### src/jhmi_pkg.sv
// Shared request codes, status codes and controller/datapath handshake structs.
`timescale 1ns / 1ps
package jhmi_pkg;

  typedef enum logic [1:0] {
    REQ_COUNT  = 2'd0,
    REQ_REPORT = 2'd1,
    REQ_CLEAR  = 2'd2,
    REQ_NONE   = 2'd3
  } req_e;

  typedef enum logic [1:0] {
    ST_OK    = 2'd0,
    ST_RANGE = 2'd1,
    ST_SAT   = 2'd2,
    ST_EMPTY = 2'd3
  } status_e;

  typedef struct packed {
    logic capture;
    logic clr_start;
    logic clr_step;
    logic cnt_wr;
    logic scan_start;
    logic scan_next;
    logic log_start;
    logic log_tot;
    logic mul;
    logic acc;
    logic ls_take;
    logic div_start;
    logic div_sel;
    logic take_q0;
    logic take_hc;
    logic out_load;
  } cmd_t;

  typedef struct packed {
    req_e req;
    logic range_ok;
    logic sat;
    logic empty;
    logic clr_last;
    logic scan_last;
    logic scan_zero;
    logic log_done;
    logic div_done;
  } stat_t;

endpackage

### src/jhmi_ctrl.sv
// Controller state machine that sequences counting, clearing and report computation.
`timescale 1ns / 1ps
module jhmi_ctrl (
  input  logic            clk_i,
  input  logic            rst_ni,
  input  logic            in_valid_i,
  output logic            in_ready_o,
  output logic            out_valid_o,
  input  logic            out_ready_i,
  input  jhmi_pkg::stat_t stat_i,
  output jhmi_pkg::cmd_t  cmd_o
);
  import jhmi_pkg::*;

  typedef enum logic [3:0] {
    S_INIT, S_IDLE, S_DISP, S_CNT_WR, S_CLR, S_SCAN_RD, S_SCAN_CHK, S_LOG,
    S_MUL, S_ACC, S_LOGS_ST, S_LOGS, S_DIV1, S_DIV2, S_OUT
  } state_e;

  state_e state_q;
  logic   out_valid_q;
  logic   out_free;

  assign out_free = !out_valid_q || out_ready_i;

  always_comb begin
    cmd_o = '0;
    unique case (state_q)
      S_INIT:     cmd_o.clr_step = 1'b1;
      S_IDLE:     cmd_o.capture = in_valid_i;
      S_DISP: begin
        cmd_o.scan_start = (stat_i.req == REQ_REPORT) && !stat_i.empty;
        cmd_o.clr_start  = stat_i.req == REQ_CLEAR;
      end
      S_CNT_WR:   cmd_o.cnt_wr = 1'b1;
      S_CLR:      cmd_o.clr_step = 1'b1;
      S_SCAN_RD:  ;
      S_SCAN_CHK: begin
        cmd_o.log_start = !stat_i.scan_zero;
        cmd_o.scan_next = stat_i.scan_zero && !stat_i.scan_last;
      end
      S_LOG:      ;
      S_MUL:      cmd_o.mul = 1'b1;
      S_ACC: begin
        cmd_o.acc       = 1'b1;
        cmd_o.scan_next = !stat_i.scan_last;
      end
      S_LOGS_ST: begin
        cmd_o.log_start = 1'b1;
        cmd_o.log_tot   = 1'b1;
      end
      S_LOGS: begin
        cmd_o.ls_take   = stat_i.log_done;
        cmd_o.div_start = stat_i.log_done;
      end
      S_DIV1: begin
        cmd_o.take_q0   = stat_i.div_done;
        cmd_o.div_start = stat_i.div_done;
        cmd_o.div_sel   = 1'b1;
      end
      S_DIV2:     cmd_o.take_hc = stat_i.div_done;
      S_OUT:      cmd_o.out_load = out_free;
      default:    ;
    endcase
  end

  always_ff @(posedge clk_i or negedge rst_ni) begin
    if (!rst_ni) begin
      state_q     <= S_INIT;
      out_valid_q <= 1'b0;
    end else begin
      if (out_valid_q && out_ready_i) out_valid_q <= 1'b0;
      unique case (state_q)
        S_INIT:     if (stat_i.clr_last) state_q <= S_IDLE;
        S_IDLE:     if (in_valid_i) state_q <= S_DISP;
        S_DISP: begin
          unique case (stat_i.req)
            REQ_COUNT:  state_q <= (stat_i.range_ok && !stat_i.sat) ? S_CNT_WR : S_OUT;
            REQ_REPORT: state_q <= stat_i.empty ? S_OUT : S_SCAN_RD;
            REQ_CLEAR:  state_q <= S_CLR;
            default:    state_q <= S_OUT;
          endcase
        end
        S_CNT_WR:   state_q <= S_OUT;
        S_CLR:      if (stat_i.clr_last) state_q <= S_OUT;
        S_SCAN_RD:  state_q <= S_SCAN_CHK;
        S_SCAN_CHK: begin
          if (!stat_i.scan_zero) state_q <= S_LOG;
          else if (stat_i.scan_last) state_q <= S_LOGS_ST;
          else state_q <= S_SCAN_RD;
        end
        S_LOG:      if (stat_i.log_done) state_q <= S_MUL;
        S_MUL:      state_q <= S_ACC;
        S_ACC:      state_q <= stat_i.scan_last ? S_LOGS_ST : S_SCAN_RD;
        S_LOGS_ST:  state_q <= S_LOGS;
        S_LOGS:     if (stat_i.log_done) state_q <= S_DIV1;
        S_DIV1:     if (stat_i.div_done) state_q <= S_DIV2;
        S_DIV2:     if (stat_i.div_done) state_q <= S_OUT;
        S_OUT: begin
          if (out_free) begin
            out_valid_q <= 1'b1;
            state_q     <= S_IDLE;
          end
        end
        default:    state_q <= S_IDLE;
      endcase
    end
  end

  assign in_ready_o  = state_q == S_IDLE;
  assign out_valid_o = out_valid_q;
endmodule
### config.mk
export PLATFORM = sky130hd
export DESIGN_NAME = jhmi_ctrl
export DESIGN_NICKNAME = d
export VERILOG_FILES = /design/src/jhmi_pkg.sv /design/src/jhmi_ctrl.sv
export SDC_FILE = /design/constraint.sdc
export NUM_CORES = 1
export LEC_CHECK = 0
export BUFFER_PORTS_ARGS = -buffer_cell sky130_fd_sc_hd__buf_4
export CAP_MARGIN = 5
export CORE_ASPECT_RATIO = 1.2
export CORE_MARGIN = 10
export CORE_UTILIZATION = 45
export CTS_CLUSTER_DIAMETER = 120
export DETAILED_ROUTE_END_ITERATION = 12
export PLACE_DENSITY = 0.85
export REMOVE_ABC_BUFFERS = 1
export SLEW_MARGIN = 40
export SYNTH_ARGS = -nofsm -noshare
export SYNTH_HDL_FRONTEND = slang
export SYNTH_SLANG_ARGS = --single-unit
### constraint.sdc
create_clock -name clk_i -period 2.6 [get_ports clk_i]
set_clock_uncertainty 0.1 [all_clocks]
set_input_delay 0.26 -clock clk_i [delete_from_list [all_inputs] [get_ports clk_i]]
set_output_delay 0.26 -clock clk_i [all_outputs]
set_load 0.05 [all_outputs]
==> results.txt, run 1 <==
- On the critical path the largest part of the delay comes from simple AND/OR/NAND/NOR gates.
* Gr ovfl total: 0
- The die covers about 3700 µm².
* Number of global-route vias before repair: 828
- From bottom edge to top edge, the die measures 64.5 µm.
* Drt via density: 5.83
- The startpoint identified for the worst register-to-register timing path is state_q[1].
- Routability-driven placement congestion ratio: 0.854
- TritonCTS clock tree: yes
- Number of buffers inserted by port buffering: 31
* Fin. max-slew vios: 0
- # resized after CTS: 0
* MaxCap Viol Count: 0
- Number of antenna diodes: 0
- The largest single stage delay on the critical path is 0.64 ns.
- Part of the cycle the worst path needs: 87.4%
- Crit path from: state_q[2]
- The path class of the tightest hold or removal check is input port to async pin.
- Data on the critical path is required at its endpoint by 2.24 ns.
* Worst-path cell chain: nand2_1 -> nor3_1 -> and2_1 -> or2_2 -> buf_4
- Dividing total power by cell area gives a power density of 1240 nW/µm².
- Area growth from synthesis to final layout: 36.0%
- Transition time of the tightest slew-check pin: between 0.4 and 0.5 ns
- Startpoint class of the critical path: register
* GR Util All Layers: 11.7%
- Number of library cell types mapped by synthesis: 43
* Cell with the most instances after synthesis: sky130_fd_sc_hd__nand2_1
- Once detail routing completed, the nets flagged for antenna violations numbered 0.
- Number of remaining DRC errors: 0
* Max frequency: 440 MHz
- In this run, synthesis inferred 0 flip-flops with an integrated enable.
* Combined area of all synthesized cells: 743 µm²
* Filler-free cell count of the finished design: 142
- Sorting the synthesized cells by how often they occur yields 7 x sky130_fd_sc_hd__nand2_1, 6 x sky130_fd_sc_hd__inv_1, 6 x sky130_fd_sc_hd__nand2b_1, 6 x sky130_fd_sc_hd__nor3_1.
* Crit path time final: about 2.3 ns
* Router iterations before antenna repair: 4
* Synth warn: 0
* Final-layout setup total negative slack: 0 ns
- Antenna violations before repair: 0
- Max FO, Critical Path: 18
- The tree built by TritonCTS fans out to 5 sinks.
- The tree is rooted in a sky130_fd_sc_hd__clkbuf_4.
- Starting density of the core: 46.4%
* Dominant register cell in the synthesized netlist: sky130_fd_sc_hd__dfrtp_1
* Crit-path slowest cell: sky130_fd_sc_hd__dfrtp_1
- The first global-routing pass estimated 3660 µm of wire.
- VDD IR-drop max: 456 µV
- In the synthesized netlist the async set-or-reset flop fraction comes to 100%.
- Clock buffers created by TritonCTS: 3
* Count of filler cells inserted in the layout: 160
- The largest total area in the synthesized netlist belongs to sky130_fd_sc_hd__dfrtp_1.
- X dimension of the die: roughly 57 µm
- Final hold violation count: 0
- Counting along the longest clock path gives a buffer depth of 2.
- Of the synthesized area, sequential elements account for 16.8%.
* Largest net degree at the start of global routing: 19
* Placeable core area: 1600 µm²
* Vias after detailed routing: 828
- Fraction of post-synthesis cell area in the top cell type by area: approximately 17%
* Synthesis-stage register bit count: 5
- The flow ran to the end, and the final reports show no timing, DRC or antenna violations.
* Leakage dissipation: approximately 0.00046 µW
- IO Pins: 32
- The detailed router finished its first iteration with 16 violations.
* Syn Inst Count: 93
* Wire per inst: 15.2 µm
- Together, buffers and inverters on the worst path number 1.
- Setup repair after global routing left no endpoint under its margin.
- Number of rows created at floorplan: 16
- Clock input transition at the sequential cells of the worst setup and hold paths: approximately 0.050 ns
* Relative slew slack: 67.0%
- Placed Cells incl. Taps: 137
- Layout net count: 143
- Data arrival time of the critical path: 1.91 ns
- STA classifies the critical path endpoint as an output pin.
- Final setup fails: 0
- For this block, the routed nets add up to ~2200 µm of wire.
- The HPWL after detailed placement is 1740 µm.
- Clock H-tree levels: 1
* Worst-Skew Late Latency: around 0.26 ns
* Cells taking the most area after synthesis: sky130_fd_sc_hd__dfrtp_1 17%, sky130_fd_sc_hd__ha_1 6.7%, sky130_fd_sc_hd__nand2b_1 5.1%
- Critical Setup Path Class: register to output pin
- In this run the mean area of a mapped cell was 7.99 µm².
* Share of layout cells above drive strength 1: 35.5%
==> flip-flops by register name, indices dropped and copies added, names as in the netlist <==
signal       flops
out_valid_o      1
state_q          4
==> cells by family (layout without fill, tap and decap cells) <==
family,after synthesis,after routing,synth area share [%]
simple gates,46,46,37.7
compound gates,24,24,28.3
buf+inv,12,43,7.24
flops,5,5,16.8
fa+ha+maj,4,4,6.73
xor+xnor,1,1,1.18
mux,1,1,2.02
==> per-layer routing <==
metal	GRT usage, %	vias to the layer above	share of wire, %
met5	0	-	0
met4	6.47	0	2.9
met3	3.70	6	8.2
met2	19.8	34	47
met1	12.5	373	42
li1	-	415	-
==> per-stage QoR <==
step           setup slack (ns)  area [µm²]  hold slack [ns]  util (%)  total power, µW
6_report                  0.327        1010            0.248      63.1             1260
5_1_grt                  0.0850        1010            0.258      63.1             1370
4_1_cts                   0.311        1010            0.241      63.1             1270
3_5_place_dp              0.588         975          -0.0351      60.9             1170
3_3_place_gp              0.615         975          -0.0392      60.9             1160
2_1_floorplan            -0.608         712           -0.136         -              915
==> where the power goes <==
group	total (µW)	switching [µW]	leakage [µW]	internal, µW
clock network	94.9	36.6	0.0000150	58.3
registers	257	136	0.0000608	121
logic	906	537	0.000387	369
total	1260	709	0.000463	548
==> area by class of cell <==
| class | instances | area [µm²] | area share, % |
|---|---|---|---|
| multi-input cells | 76 | 564 | 55.8 |
| repair buffers | 33 | 250 | 24.8 |
| flip-flops and latches | 5 | 125 | 12.4 |
| clock buffers | 4 | 26.3 | 2.60 |
| inverters | 6 | 22.5 | 2.23 |
| well taps | 18 | 22.5 | 2.23 |
==> worst reg2reg max path, cell delays in order (launching register included) <==
cell                      delay [ns]
sky130_fd_sc_hd__dfrtp_1        0.55
sky130_fd_sc_hd__or4b_4         0.63
sky130_fd_sc_hd__o32ai_4        0.20
sky130_fd_sc_hd__nor3_2         0.12
sky130_fd_sc_hd__mux2_4         0.30
==> what timing repair did <==
item | in CTS | in global routing
endpoints found under the hold margin | 5 | 0
setup buffers | 0 | 0
hold buffers | 1 | 0
==> final timing paths <==
kind	endpoint	slack, ns	cells past startpoint
max in group asynchronous	out_valid_o	2.04	2
worst min register to register	out_valid_o	0.46	2
worst max register to register	state_q[0]	0.57	4
worst min-delay path	state_q[2]	0.25	2
worst max-delay path	cmd_o[4]	0.33	5
min in group clk_i	out_valid_o	0.28	3
==> layout by cell type, fill, tap and decap left out, drive strengths merged, types with 4 or more instances in the layout <==
cell type / count
buf: 32
clkbuf: 4
dfrtp: 5
ha: 4
inv: 6
nand2: 7
nand2b: 6
nor2: 5
nor2b: 4
nor3: 8
Note: power is estimated with default switching activity, not from simulation.
==> run 2: changes to the inputs <==
--- a/config.mk
+++ b/config.mk
@@ -12,7 +12,7 @@
 export CORE_UTILIZATION = 45
 export CTS_CLUSTER_DIAMETER = 120
 export DETAILED_ROUTE_END_ITERATION = 12
-export PLACE_DENSITY = 0.85
+export PLACE_DENSITY_LB_ADDON = 0.2
 export REMOVE_ABC_BUFFERS = 1
 export SLEW_MARGIN = 40
 export SYNTH_ARGS = -nofsm -noshare
==> constraint.sdc (replaced) <==
create_clock -name clk_i -period 2.1 [get_ports clk_i]
set_clock_uncertainty 0.1 [all_clocks]
set_input_delay 0.21 -clock clk_i [delete_from_list [all_inputs] [get_ports clk_i]]
set_output_delay 0.21 -clock clk_i [all_outputs]
set_load 0.05 [all_outputs]
==> results.txt, run 2 (synthesized netlist as in run 1, its figures left out) <==
- Kind of end point of the critical path: output pin
- VDD IR-drop max: 673 µV (+48%)
- The post-placement cell count is 141 (+2.9%).
- Fin. max-slew vios: 0 (unchanged)
- The worst reg-to-reg path cell count came to 4 (unchanged).
* Gr ovfl total: 0 (unchanged)
- The worst-case headroom to the max-slew limit came to 71.0% (+4.1 points).
- The antenna diode count is 0 (unchanged).
- MaxCap Viol Count: 0 (unchanged)
* Total internal power: 740 µW (+35%)
- The clock network power share was 7.1% (-0.5 points).
- The worst setup path is launched from a register.
- Area growth from synthesis to final layout: 41.1%
* Relative contribution of combinational cells to total power: 79.3% (+7.3 points)
- Antenna violations before repair: 0 (unchanged)
- The maximum level of the CTS H-tree is 1 (unchanged).
- The full die area is 3680 µm² (unchanged).
- The sink count of the clock tree came to 5 (unchanged).
- The detailed-route vias per instance is 6.08 (+4.3%).
- The core footprint was 1600 µm² (unchanged).
- The flow ran to the end, and the final reports show no timing, DRC or antenna violations.
* Initial DRC count: 22 (+6)
- The remaining routing DRC violations is 0 (unchanged).
- Wire per inst: 16.6 µm (+9.0%)
- Filler-free cell count of the finished design: 146 (+2.8%)
- The total of fill cells in the finished design is 148 (-7.5%).
- The floorplan die height is 64.5 µm (unchanged).
* Share of total power in sequential cells: 13.6% (-6.8 points)
- The worst-case clock buffer depth was 2 (unchanged).
- In the layout the commonest cells are 36 x sky130_fd_sc_hd__buf_4, 7 x sky130_fd_sc_hd__nand2_1, 6 x sky130_fd_sc_hd__nor3_1, 6 x sky130_fd_sc_hd__inv_1.
- Leakage dissipation: 0.000484 µW (+4.7%)
- Data required, critical path: 1.79 ns (-0.45 ns)
* Number of flip-flops in the largest register: 4 (unchanged)
* RSZ-0062 raised after global routing: false
- Min-Delay Path Class: input port to async pin
- The I/O pin total is 32 (unchanged).
- Net switching component of the power: 923 µW (+30%)
- The number of clock buffers inserted by TritonCTS came to 3 (unchanged).
- Part of the cycle the worst path needs: between 90% and 100%
* Final hold violation count: 0 (unchanged)
- Wire length of the first global-routing pass: 4120 µm (+12%)
* CTS root buf: sky130_fd_sc_hd__clkbuf_4
* Final HPWL from detailed placement: 1910 µm (+9.4%)
* Pwr/cell area: 1590 nW/µm² (+28%)
* Vias after detailed routing: 888 (+7.2%)
- The first-pass iteration count of the detailed router came to 4 (unchanged).
- X dimension of the die: 57.1 µm (unchanged)
- The largest net degree at the start of global routing was 15 (-4).
- The clock latency at the later pin of the worst-skew pair came to 0.25 ns (about the same).
- Timing would allow up to approximately 500 MHz.
* Routability-driven placement congestion ratio: 0.866 (+1.3%)
- The final net count came to 147 (+2.8%).
- The final number of setup-violating endpoints is 0 (unchanged).
* Instance area after placement: 1000 µm² (+3.1%)
- The site row count was 16 (unchanged).
- Data arrival time of the critical path: 1.69 ns (-0.22 ns)
- TritonCTS built the clock tree.
- Worst-case hold slack: 0.195 ns (-0.0532 ns)
* Share of layout cells above drive strength 1: 39.8% (+4.4 points)
- The worst-margin pin slew is 0.423 ns (-0.0721 ns).
- The clock-pin slew reported for the worst setup and hold paths after clock tree synthesis came to 0.05 ns (about the same).
- Share of total power consumed by net switching: 55.5% (-0.92 points)
- The remaining antenna violation count after routing came to 0 (unchanged).
- The area of all placed cells without fillers is 1050 µm² (+3.7%).
* Starting density of the core: 46.4% (unchanged)
- Leaving out fill and tap cells, the most frequent cell in the layout is sky130_fd_sc_hd__buf_4.
- Max FO, Critical Path: 7 (-11)
* Number of buffers inserted by port buffering: 31 (unchanged)
- Number of global-route vias before repair: 868 (+4.8%)
* Crit path time final: 2.00 ns
- Most flops, register: state_q
- GR Util All Layers: 13.6% (+1.9 points)
- Routed WL: 2420 µm (+12%)
* Critical Setup Path Class: register to output pin
[run 2: metal layers]
metal	wire length, µm	GRT usage, %	part of all wire, %
met1	910	13.7	38
met2	1300	24.9	54
met3	166	4.09	6.9
met4	36	6.18	1.5
met5	0	0	0
[run 2: area by class of cell]
class                   count  area (µm²)  area share, %
clock buffers               4        26.3           2.51
multi-input cells          76         572           54.5
flip-flops and latches      5         125           11.9
well taps                  18        22.5           2.15
inverters                   6        22.5           2.15
repair buffers             37         280           26.7
[run 2: path summary, 6_finish.rpt]
| check | startpoint | end | slack [ns] |
|---|---|---|---|
| max in group asynchronous | rst_ni | state_q[3] | 1.60 |
| min reg2reg | out_valid_o | out_valid_o | 0.44 |
| min in group clk_i | out_ready_i | out_valid_o | 0.21 |
| min | rst_ni | state_q[2] | 0.20 |
| max | state_q[3] | cmd_o[4] | 0.1 |
| max reg2reg | state_q[0] | state_q[0] | 0.23 |
[run 2: what timing repair did]
action                                  4_1_cts  5_1_grt
endpoints found under the setup margin        0        4
hold buffers                                  1        0
resized for setup                             0        3
setup buffers                                 0        0
endpoints found under the hold margin         5        0
[run 2: power groups by stage]
stage,registers [µW],logic [µW],clock network (µW)
4_1_cts,226,1300,115
2_1_floorplan,318,816,0
3_5_place_dp,226,1290,0
3_3_place_gp,221,1280,0
5_1_grt,241,1430,124
6_report,227,1320,118
[run 2: through the flow]
stage                     util (%)  power (µW)  TNS, ns  setup slack [ns]
after CTS                     65.0        1640        0            0.0526
final                         65.5        1660        0            0.0974
after detailed placement      62.7        1520        0             0.251
after global routing          65.5        1790        0           0.00832
after global placement        62.7        1500        0             0.284
after floorplan                  -        1130    -2.60             -1.06
[run 2: critical path, cell delays in order, from the launching register on]
cell                      delay, ns
sky130_fd_sc_hd__dfrtp_1       0.44
sky130_fd_sc_hd__nand2_1       0.26
sky130_fd_sc_hd__nor3_1        0.10
sky130_fd_sc_hd__and2_1        0.17
sky130_fd_sc_hd__or2_2         0.28
sky130_fd_sc_hd__buf_4         0.19
